===== src/sv/chacha20_key_erasure_rng_core_defines.svh =====
// Assertion macros for the key-erasure random generator
`ifndef CHACHA20_KEY_ERASURE_RNG_CORE_DEFINES_SVH
`define CHACHA20_KEY_ERASURE_RNG_CORE_DEFINES_SVH
`ifndef SYNTH
`define CKERNG_ASSERT(lbl, expr) \
  lbl: assert property (@(posedge clk) disable iff (!rst_n) (expr)) \
    else $error("ckerng assertion failed");
`define CKERNG_ASSERT_RST(lbl, expr) \
  lbl: assert property (@(posedge clk) (expr)) else $error("ckerng reset assertion failed");
`else
`define CKERNG_ASSERT(lbl, expr)
`define CKERNG_ASSERT_RST(lbl, expr)
`endif
`endif


===== src/sv/ckerng_pkg.sv =====
// Shared types and constants for the key-erasure random generator
`default_nettype none
package ckerng_pkg;
  localparam logic [31:0] SIGMA0 = 32'h61707865;
  localparam logic [31:0] SIGMA1 = 32'h3320646e;
  localparam logic [31:0] SIGMA2 = 32'h79622d32;
  localparam logic [31:0] SIGMA3 = 32'h6b206574;
  localparam logic KIND_RESEED = 1'b0;
  localparam logic KIND_READ   = 1'b1;
  localparam int KEY_BYTES   = 32;

  typedef struct packed {
    logic       kind;
    logic [3:0] count;
  } ckerng_item_t;

  typedef struct packed {
    logic        start;
    logic [31:0] blk;
    logic [3:0]  word;
  } ckerng_rctl_t;

  typedef struct packed {
    logic busy;
    logic done;
  } ckerng_rsts_t;
endpackage
`default_nettype wire


===== src/sv/ckerng_front.sv =====
// Front end: input queue that saturates the byte count
`default_nettype none
module ckerng_front #(
  parameter int MAX_READ_BYTES = 8
) (
  input  wire                        clk,
  input  wire                        rst_n,
  input  wire                        in_valid,
  output logic                       in_ready,
  input  wire                        in_kind,
  input  wire  [3:0]                 in_byte_count,
  output logic                       item_valid,
  output ckerng_pkg::ckerng_item_t   item,
  input  wire                        item_pop
);
  import ckerng_pkg::*;

  ckerng_item_t q_r [2];
  logic         wp_r, rp_r;
  logic [1:0]   cnt_r;
  ckerng_item_t in_item;
  logic         push;

  always_comb begin
    in_item.kind  = in_kind;
    in_item.count = (in_byte_count > 4'(MAX_READ_BYTES)) ? 4'(MAX_READ_BYTES) : in_byte_count;
  end

  assign in_ready   = (cnt_r != 2'd2);
  assign push       = in_valid && in_ready;
  assign item_valid = (cnt_r != 2'd0);
  assign item       = q_r[rp_r];

  always_ff @(posedge clk) begin
    if (push) q_r[wp_r] <= in_item;
  end

  always_ff @(posedge clk) begin
    if (!rst_n) begin
      wp_r  <= 1'b0;
      rp_r  <= 1'b0;
      cnt_r <= 2'd0;
    end else begin
      if (push) wp_r <= ~wp_r;
      if (item_pop) rp_r <= ~rp_r;
      cnt_r <= cnt_r + 2'(push) - 2'(item_pop);
    end
  end
endmodule
`default_nettype wire


===== config.mk =====
export PLATFORM = sky130hd
export DESIGN_NAME = ckerng_front
export DESIGN_NICKNAME = d
export VERILOG_FILES = /design/src/sv/chacha20_key_erasure_rng_core_defines.svh /design/src/sv/ckerng_pkg.sv /design/src/sv/ckerng_front.sv
export SDC_FILE = /design/constraint.sdc
export NUM_CORES = 1
export LEC_CHECK = 0
export ABC_AREA = 1
export BUFFER_PORTS_ARGS = -buffer_cell sky130_fd_sc_hd__buf_2
export CAP_MARGIN = 25
export CORE_MARGIN = 1.5
export CORE_UTILIZATION = 30
export CTS_BUF_LIST = sky130_fd_sc_hd__clkbuf_2 sky130_fd_sc_hd__clkbuf_4 sky130_fd_sc_hd__clkbuf_8
export DETAILED_ROUTE_END_ITERATION = 10
export PLACE_DENSITY = 0.53
export SLEW_MARGIN = 20
export SYNTH_ARGS = -nofsm -noshare
export SYNTH_HDL_FRONTEND = slang
export SYNTH_SLANG_ARGS = --single-unit

===== constraint.sdc =====
create_clock -name clk -period 1.85 [get_ports clk]
set_input_delay 0.37 -clock clk [delete_from_list [all_inputs] [get_ports clk]]
set_output_delay 0.37 -clock clk [all_outputs]
set_load 0.01 [all_outputs]

==> results of run 1 <==
==> metrics by stage <==
stage | std cells | worst slack, ns
floorplan | 56 | 0.5589
global placement | 97 | 0.5106
detailed placement | 97 | 0.4914
CTS | 101 | 0.2050
global route | 101 | 0.1570
finish | 101 | 0.2399
==> state kept, by name, summed over array words and instances (netlist names), named ones only <==
register,cells
cnt_r,2
rp_r,1
q_r,10
wp_r,1
==> cells by family (layout without fill, tap and decap cells) <==
group,count (synthesis),in the layout,share of synthesized area
AO/OA/AOI/OAI,2,2,0.02144
XOR/XNOR,1,1,0.01365
adder cells (fa/ha/maj),1,1,0.01949
buffers and inverters,9,27,0.05263
flip-flops,15,15,0.6238
multiplexers,5,5,0.08771
AND/OR/NAND/NOR,23,23,0.1813
==> power by group through the flow <==
stage | combinational [mW] | sequential [mW] | clock, mW
finish | 0.156 | 0.411 | 0.194
detailed placement | 0.158 | 0.419 | 0
global placement | 0.155 | 0.418 | 0
floorplan | 0.110 | 0.414 | 0
CTS | 0.159 | 0.411 | 0.203
global route | 0.180 | 0.416 | 0.215
==> layer usage <==
metal  vias to the layer above  GRT usage
met1                       192     0.1223
li1                        215          -
met4                         0    0.08571
met2                         6     0.1464
met3                         2    0.03067
met5                         -          0
==> synthesized netlist by cell type, drive strengths merged <==
master,instances
xnor2,1
inv,8
nor2,9
ha,1
nand3,2
edfxtp,10
dfxtp,5
mux2,5
a21oi,2
clkbuf,1
nand2,12
==> worst max path at each step <==
stage	startpoint	end	slack, ns	cells after the start
after floorplan	cnt_r[0]	cnt_r[1]	0.56	11
after global placement	in_valid	cnt_r[1]	0.51	9
after detailed placement	in_valid	cnt_r[1]	0.49	9
after CTS	flip-flop	item[2]	0.20	2
after global routing	flip-flop	item[2]	0.16	2
final	flip-flop	item[2]	0.24	2
==> area by class of cell <==
class | count | area (sq um) | share of cell area
repair buffers | 15 | 75.07 | 0.09662
inverters | 8 | 30.03 | 0.03865
multi-input cells | 32 | 207.7 | 0.2673
clock buffers | 4 | 30.03 | 0.03865
well taps | 27 | 33.78 | 0.04348
flip-flops and latches | 15 | 400.4 | 0.5153
==> worst max-delay path, stage by stage, from the launching register on <==
cell and delay (ns):
dfxtp_1 0.46, mux2_2 0.37, buf_2 0.14
==> impl_summary.md, run 1 <==
Yosys
After synthesis, the cell types taking the most area are edfxtp_1, dfxtp_1, mux2_2. Yosys printed 0 warnings. The mapped netlist covers 641.9 sq um.

For this run, the register share of the synthesized area comes to 0.6238. The synthesized design spends more area on one cell type than any other, namely edfxtp_1. The share of synthesized area in the top cell type comes to 0.4678. The flip-flop and latch count after synthesis is 15. Synthesis produced a netlist with a net count of 66.

After technology mapping, the gate count stands at 56. The distinct cell type count after synthesis is 17. The post-synthesis area per instance is 11.46 sq um.

Place
The HPWL reported at the end of detailed placement is 727.8 um. Routability-driven placement finished with a final weighted congestion of 0.6482. The placed instances occupy a cell area of 747.0 sq um. The number of I/O port buffers is 15.

Pwr
The portion of total power attributed to the clock network is 0.255. The net switching share of the total power is 0.2642. Of the total power, combinational logic draws 0.205. Cell internal power was estimated by the tool at 0.5597 mW. The total net switching power is 0.2010 mW.

The leakage component of the power is 0.3394 nW. Across the VDD grid, the largest voltage drop is 390.6 uV. The part of the total power dissipated in sequential elements is 0.540. The design draws 0.7607 mW. In this run the power density over the cells is 979.0 nW/um^2.

Route
The final wirelength is 973 um. The first TritonRoute pass finished after 3 iterations. The count of nets left with antenna violations once routing finished came out at 0. Wire segments on met2 add up to 472 um in the final route. After detailed routing, the number of vias per cell comes to 4.109.

In the routed design, unresolved DRC markers number 0. The number of DRC violations after detailed-routing iteration 0 is 4. After detailed routing, the met3 layer carries 47 um of wire. The top routing layer in use is met4. The via count is 415.

The detailed-route wire length on metal 1 is 439 um. The wire length per cell is 9.634 um.

Final layout
The share of the core filled with cells is 0.3920. Leaving out fill and tap cells, the most frequent cell in the layout is buf_2. Counting the fill cells in the layout gives 204. The area added between synthesis and finish is 21.05%.

Of the cells placed in the final design, the portion with a size suffix greater than 1 is 0.4189. At the end of the flow, the number of nets in the layout was 85. In the layout the commonest cells are buf_2, edfxtp_1, inv_1, nor2_1, nand2_1. The count of inserted antenna diode cells is 0. The design area is 777.0 sq um.

Critical path
The worst setup path is captured at a primary output. The startpoint of the worst register-to-register path is cnt_r[0]. The critical path is of the flip-flop to primary output type.

The data required time of the worst path is 1.48 ns. Counting cells, the worst reg-to-reg path comes to 11. The worst path arrival time is 1.24 ns. The startpoint class of the critical path is a flip-flop.

For flop-to-flop paths, the worst setup slack is 0.52 ns. Along the worst path, the maximum fanout reaches 5. In this run the critical register-to-register path is captured at cnt_r[1].

Job
Max-cap violations in this run came to 0.

Floorplan
The region available for standard cell placement spans 1982 sq um. From left edge to right edge, the die measures 49.26 um. The total die area is 2426 sq um.

The floorplan has 16 rows. The initial core utilization is 0.3239. The y dimension of the die is 49.26 um. 16 I/O pins were placed.

Timing
The final number of setup-violating endpoints is 0. The relative max-transition margin is 0.6785. Derived from the worst setup path, the maximum achievable clock frequency is 621.1 MHz. The final critical path time including I/O delays and setup is 1.610 ns. The count of endpoints failing hold in the final timing report came to 0. The clock skew after layout is 0.002256 ns. Summed over all failing endpoints, the final setup total negative slack is 0 ns. The number of slew-limit violations in the final report was 0. The worst-margin pin slew is 0.4805 ns. Hold timing on the final database bottoms out at a slack of 0.2789 ns. The share of the clock period used by the worst path is 0.8703. Setup repair after global routing left no endpoint under its margin.

Worst hold path
The worst hold path belongs to the class input pin to flip-flop. The sink of the worst hold path is q_r[0][4]. In this run the most critical hold path is launched from in_kind. The number of cells on the worst hold path is 1.

CTS
The number of cells upsized or downsized after cts is 0. The count of clock tree sinks is 15. Clock-pin slew was measured on the worst setup and hold paths at 0.08 ns. At the later pin of the worst-skew pair, clock insertion delay measures 0.27 ns. The master cell of the clock root buffer is clkbuf_4. The cts-stage hold buffer count is 0. Once the clock tree was built, the setup fixing pass inserted 0 buffers. The maximum level of the CTS H-tree is 1. The clock tree from TritonCTS is done. The clock passes through at most 2 buffers. The CTS buffer count is 3.

Global routing
For this run, the total global-route usage over all layers was measured as 0.1015. The initial antenna violation count is 0. The first-pass GRT wire length is 1.787 mm.

The maximum number of pins on one net before global-route repair is 9. The number of global-route vias before repair is 419. Global routing finished with a remaining overflow of 0.

Run status
The run finished with clean final reports.
Power figures use the tool's default switching activity.
==> inputs of run 2 (changes only) <==
--- a/config.mk
+++ b/config.mk
@@ -12,7 +12,7 @@
 export CORE_UTILIZATION = 30
 export CTS_BUF_LIST = sky130_fd_sc_hd__clkbuf_2 sky130_fd_sc_hd__clkbuf_4 sky130_fd_sc_hd__clkbuf_8
 export DETAILED_ROUTE_END_ITERATION = 10
-export PLACE_DENSITY = 0.53
+export PLACE_DENSITY = 0.61
 export SLEW_MARGIN = 20
 export SYNTH_ARGS = -nofsm -noshare
 export SYNTH_HDL_FRONTEND = slang
==> impl_summary.md, run 2 (synthesis results as in run 1) <==
Floorplan
The area of the placeable core is 1982 sq um (unchanged). The chip width is 49.26 um (unchanged). The row count is 16 (unchanged). The number of top-level design ports is 16 (unchanged). The initial core utilization is 0.3239 (unchanged).

The total die area is 2426 sq um (unchanged). The y dimension of the die is 49.26 um (unchanged).

Final layout
The flip-flop count of the largest register after layout is 10 (unchanged). The share of layout cells above drive strength 1 was 0.4189 (unchanged). The area taken by flip-flops and latches is 400.4 sq um (unchanged). The multi-input combinational cell area was 207.7 sq um (unchanged). The register with the most flip-flops in the final layout is q_r. The count of inserted antenna diode cells is 0 (unchanged). The number of nets in the layout is 85 (unchanged). The design area came to 777.0 sq um (unchanged). The library cell used most frequently in the layout, excluding fill and tap cells, is buf_2. The largest registers in the layout are q_r (10), cnt_r (2). The final-layout fill cell count is 195 (-4.4%). The share of the core filled with cells is 0.3920 (unchanged). The area added between synthesis and finish is 21.05% (unchanged). The non-filler instance count after layout is 101 (unchanged). In the layout the commonest cells are buf_2, edfxtp_1, inv_1, nor2_1, nand2_1.

CTS
The insertion delay of the later-clocked pin in the worst-skew pair came to 0.27 ns (about the same). The cts-stage hold buffer count was 0 (unchanged). The maximum level of the CTS H-tree is 1 (unchanged).

The count of clock tree sinks was 15 (unchanged). The number of cells upsized or downsized after cts came to 0 (unchanged). The master cell of the clock root buffer is clkbuf_4. The clock tree from TritonCTS is done. The maximum clock path buffer count is 2 (unchanged). The CTS buffer count came to 3 (unchanged). The setup fix buffers added after clock tree synthesis came to 0 (unchanged).

The clock-pin slew on the worst setup and hold paths is 0.08 ns (about the same).

Critical path
The critical path goes through mux2_2, buf_2. In this design, the largest share of critical-path delay is due to flip-flops. STA classifies the critical path endpoint as a primary output. In this run the critical register-to-register path is launched from cnt_r[0]. The flop-to-flop setup slack is 0.52 ns (about the same). The data required time of the worst path came to 1.48 ns (about the same). The combined buffer and inverter count along the critical path was 1 (unchanged).

The worst path arrival time is 1.22 ns (-0.02 ns). The master of the slowest instance on the critical path is dfxtp_1. The biggest fanout along the worst timing path is 5 (unchanged).

The highest cell delay on the worst timing path is 0.45 ns (about the same). The critical path is of the flip-flop to primary output type. The critical path capture point is item[2].

The depth of the critical timing path with buffers and inverters included came to 2 (unchanged). The capturing point of the worst reg2reg path is cnt_r[1]. The worst setup path is launched from a flip-flop. The depth of the worst register-to-register path is 11 (unchanged).

Route
The via count came to 413 (-0.48%). The detailed route wirelength on metal3 was 23 um (-51%). The final wirelength is 889 um (-8.6%).

The wire length per cell is 8.802 um (-8.6%). The number of DRC violations after detailed-routing iteration 0 came to 6 (+2). The number of antenna-violating nets in the routed design came to 0 (unchanged). The via density per instance came to 4.089 (-0.48%). After detailed routing, no signal wire sits above met4. The length of the first detailed-routing pass in iterations was 4 (+1). The wire length on met2 is 431 um (-8.7%). The detailed-route wire length on metal 1 is 407 um (-7.3%). The detailed-route DRC error count is 0 (unchanged).

Pwr
The total net switching power is 0.1927 mW (-4.1%). The cell internal power dissipation is 0.5592 mW (about the same). The part of the total power dissipated in sequential elements is 0.545 (+0.005). The net switching share of the total power was 0.2563 (-0.007886). The portion of total power attributed to the clock network is 0.249 (-0.006). The leakage component of the power is 0.3394 nW (unchanged).

The total power divided by cell area was 967.7 nW/um^2 (-1.2%). The fraction of power consumed by combinational cells was 0.206 (about the same). The peak supply drop is 383.4 uV (-1.8%).

The post-layout total power is 0.7519 mW (-1.2%).

Global routing
The initial antenna violation count is 0 (unchanged). The number of global-route vias before repair was 364 (-13%). The maximum number of pins on one net before global-route repair is 9 (unchanged). The first-pass GRT wire length came to 1.386 mm (-22%). The leftover overflow at the end of global routing is 0 (unchanged). The overall fraction of global-route tracks in use is 0.07872 (-0.02277).

Timing
The summed negative setup slack over all endpoints is 0 ns (unchanged). The final critical path time including I/O delays and setup is 1.593 ns (-0.01751 ns). The share of the clock period used by the worst path is 0.8609 (-0.009464). The count of endpoints failing hold in the final timing report came to 0 (unchanged).

The final number of setup-violating endpoints is 0 (unchanged). The relative max-transition margin was 0.7118 (+0.03334). The fmax was 627.9 MHz (+1.1%). Setup repair after global routing left no endpoint under its margin. The worst-margin pin slew is 0.4307 ns (-0.04983 ns). The number of slew-limit violations in the final report is 0 (unchanged). The clock skew after layout is 0.004887 ns (+0.002632 ns).

The smallest setup slack after layout was 0.2574 ns (+0.01751 ns). The worst hold margin is 0.2912 ns (+0.01224 ns).

Job
The max capacitance violation total came to 0 (unchanged).

Place
The post-place instance area is 747.0 sq um (unchanged). The number of I/O port buffers is 15 (unchanged). The total placed cells including tap cells is 97 (unchanged). The global placement routability congestion came to 0.6455 (-0.42%).

The HPWL reported at the end of detailed placement was 675.9 um (-7.1%). The pre-CTS setup slack was 0.4940 ns (+0.002635 ns).

Worst hold path
The path class of the tightest hold or removal check is input pin to flip-flop.

Run status
The flow ran to the end, and the final reports show no timing, DRC or antenna violations.
-- run 2: cell type report --
type	count	area share
inverters	8	0.03865
flip-flops and latches	15	0.5153
multi-input cells	32	0.2673
clock buffers	4	0.03865
well taps	27	0.04348
repair buffers	15	0.09662
-- run 2: how the worst min path moves through the flow --
| stage | cells past startpoint | endpoint | start | slack, ns |
|---|---|---|---|---|
| after floorplan | 2 | flip-flop | rp_r | 0.46 |
| after global placement | 2 | rp_r | rp_r | 0.48 |
| after detailed placement | 2 | rp_r | rp_r | 0.49 |
| after CTS | 1 | q_r[0][4] | in_kind | 0.28 |
| after global routing | 1 | q_r[0][4] | in_kind | 0.28 |
| final | 1 | q_r[0][4] | in_kind | 0.29 |
-- run 2: power by group through the flow --
stage	Clock, mW	Sequential [mW]	Combinational, mW
floorplan	0	0.414	0.110
global placement	0	0.417	0.153
detailed placement	0	0.418	0.156
CTS	0.196	0.411	0.157
global route	0.213	0.414	0.176
finish	0.187	0.410	0.155
-- run 2: routing by layer --
layer / vias up / track usage
li1: 217 / -
met1: 188 / 0.07961
met2: 6 / 0.1261
met3: 2 / 0.01840
met4: 0 / 0.08571
met5: - / 0
==> inputs of run 3 (changes only) <==
--- a/config.mk
+++ b/config.mk
@@ -12,7 +12,7 @@
 export CORE_UTILIZATION = 30
 export CTS_BUF_LIST = sky130_fd_sc_hd__clkbuf_2 sky130_fd_sc_hd__clkbuf_4 sky130_fd_sc_hd__clkbuf_8
 export DETAILED_ROUTE_END_ITERATION = 10
-export PLACE_DENSITY = 0.61
+export PLACE_DENSITY = 0.54
 export SLEW_MARGIN = 20
 export SYNTH_ARGS = -nofsm -noshare
 export SYNTH_HDL_FRONTEND = slang
==> impl_summary.md, run 3 (synthesis results as in run 1) <==
Final layout
The non-filler instance count after layout is 101 (unchanged). The top cell types in the final layout, fill and taps aside, are buf_2, edfxtp_1, inv_1, nor2_1, nand2_1. The flip-flop count of the largest register after layout came to 10 (unchanged).

In the final layout, the registers with the most flip-flops are q_r (10), cnt_r (2). The leading cell type in the layout, fill and taps excluded is buf_2. The number of nets in the layout was 85 (unchanged). The design area is 777.0 sq um (unchanged). The register with the most flip-flops is q_r. The count of inserted antenna diode cells is 0 (unchanged). The share of layout cells above drive strength 1 is 0.4189 (unchanged). The area added between synthesis and finish is 21.05% (unchanged).

Critical path
STA classifies the critical path endpoint as a primary output. The depth of the worst register-to-register path is 10 (-1). The biggest fanout along the worst timing path is 5 (unchanged).

The startpoint class of the critical path is a flip-flop. The startpoint of the worst register-to-register path is cnt_r[0]. The worst path arrival time is 1.23 ns (about the same). The worst register-to-register path ends at cnt_r[1]. The signal on the critical path passes through mux2_2, buf_2. The critical path is of the flip-flop to primary output type. The flop-to-flop setup slack was 0.51 ns (about the same). The data required time of the worst path is 1.48 ns (about the same). The master of the slowest instance on the critical path is dfxtp_1.

The highest cell delay on the worst timing path is 0.46 ns (about the same).

CTS
The maximum level of the CTS H-tree is 1 (unchanged). TritonCTS built the clock tree. The master cell of the clock root buffer is clkbuf_4. The maximum clock path buffer count was 2 (unchanged). The clock-pin slew on the worst setup and hold paths is 0.08 ns (about the same).

The setup fix buffers added after clock tree synthesis came to 0 (unchanged). The insertion delay of the later-clocked pin in the worst-skew pair is 0.27 ns (about the same). The cts-stage hold buffer count is 0 (unchanged).

The count of clock tree sinks is 15 (unchanged). The number of cells upsized or downsized after cts is 0 (unchanged). The CTS buffer count is 3 (unchanged).

Floorplan
The y dimension of the die is 49.26 um (unchanged). The total die area is 2426 sq um (unchanged). The initial core utilization is 0.3239 (unchanged).

The chip width is 49.26 um (unchanged). The number of top-level design ports is 16 (unchanged). The area of the placeable core is 1982 sq um (unchanged). The row count is 16 (unchanged).

Timing
The relative max-transition margin is 0.7135 (+0.001736). The final number of setup-violating endpoints is 0 (unchanged). The summed negative setup slack over all endpoints came to 0 ns (unchanged). The fmax is 623.5 MHz (-0.70%). The share of the clock period used by the worst path was 0.8669 (+0.006029). The clock skew after layout is 0.001160 ns (-0.003728 ns).

The number of slew-limit violations in the final report is 0 (unchanged). The final critical path time including I/O delays and setup is 1.604 ns (+0.01115 ns). The worst-margin pin slew came to 0.4281 ns (-0.002595 ns). Setup repair after global routing left no endpoint under its margin.

The count of endpoints failing hold in the final timing report came to 0 (unchanged).

Pwr
The part of the total power dissipated in sequential elements was 0.543 (-0.002). The net switching share of the total power is 0.2606 (+0.004291). The total net switching power is 0.1973 mW (+2.3%). The fraction of power consumed by combinational cells is 0.204 (-0.002).

The leakage component of the power is 0.3394 nW (unchanged). The total power divided by cell area is 974.1 nW/um^2 (+0.66%). The peak supply drop is 385.8 uV (+0.63%). The portion of total power attributed to the clock network was 0.253 (+0.004).

The cell internal power dissipation came to 0.5596 mW (about the same).

Route
The via count was 407 (-1.5%). The detailed-route DRC error count is 0 (unchanged). The via density per instance is 4.030 (-1.5%). The wire length per cell came to 9.238 um (+4.9%). The number of antenna-violating nets in the routed design is 0 (unchanged). The final wirelength is 933 um (+4.9%). The number of DRC violations after detailed-routing iteration 0 is 12 (+6).

The length of the first detailed-routing pass in iterations is 5 (+1).

Global routing
The first-pass GRT wire length is 1.635 mm (+18%). The initial antenna violation count is 0 (unchanged). The number of global-route vias before repair was 378 (+3.8%). The maximum number of pins on one net before global-route repair is 9 (unchanged). The leftover overflow at the end of global routing came to 0 (unchanged). The overall fraction of global-route tracks in use is 0.09150 (+0.01277).

Job
The max capacitance violation total is 0 (unchanged).

Place
The post-place instance area was 747.0 sq um (unchanged). The HPWL reported at the end of detailed placement came to 757.3 um (+12%). The global placement routability congestion is 0.6692 (+3.7%). The number of I/O port buffers was 15 (unchanged).

The total placed cells including tap cells is 97 (unchanged).

Worst hold path
The path category of the worst min-delay check is input pin to flip-flop. For hold timing, the worst endpoint is q_r[1][4]. The worst hold path startpoint is in_kind. The number of cells on the worst hold path is 1 (unchanged).

Run status
The flow ran to the end, and the final reports show no timing, DRC or antenna violations.
[run 3: worst max path at each step]
stage,cells after the start,from,to
finish,2,flip-flop,item[2]
floorplan,11,cnt_r[0],cnt_r[1]
CTS,2,flip-flop,item[2]
global placement,9,in_valid,cnt_r[1]
global route,2,flip-flop,item[1]
detailed placement,9,in_valid,cnt_r[1]
[run 3: worst max-delay path, delay by kind of cell, from the launching register on]
kind | cells | cell delay (ns)
flip-flops | 1 | 0.46
multiplexers | 1 | 0.37
buffers and inverters | 1 | 0.14
[run 3: layout make-up]
class                           count  area (sq um)
Timing Repair Buffer               15         75.07
Inverter                            8         30.03
Clock buffer                        4         30.03
Sequential cell                    15         400.4
Tap cell                           27         33.78
Fill cell                         185          1205
Multi-Input combinational cell     32         207.7
[run 3: metal layers]
layer,up-vias,share of wire,track usage
met5,-,0,0
met4,0,0,0.04286
met3,0,0.042,0.02761
met2,8,0.48,0.1554
met1,181,0.47,0.1040
li1,218,-,-
[run 3: through the flow]
| step | util | hold WS (ns) | worst slack [ns] | total power [mW] |
|---|---|---|---|---|
| floorplan | - | 0.4635 | 0.5589 | 0.5246 |
| global placement | 0.3769 | 0.4780 | 0.5024 | 0.5727 |
| detailed placement | 0.3769 | 0.4865 | 0.4911 | 0.5767 |
| CTS | 0.3920 | 0.2863 | 0.2229 | 0.7653 |
| global route | 0.3920 | 0.2861 | 0.1705 | 0.7993 |
| finish | 0.3920 | 0.2895 | 0.2462 | 0.7569 |
[run 3: power groups by stage]
stage               Combinational (mW)  Sequential, mW  Clock (mW)
global placement                 0.156           0.417           0
global route                     0.174           0.416       0.210
floorplan                        0.110           0.414           0
detailed placement               0.157           0.419           0
finish                           0.154           0.411       0.191
CTS                              0.158           0.411       0.195
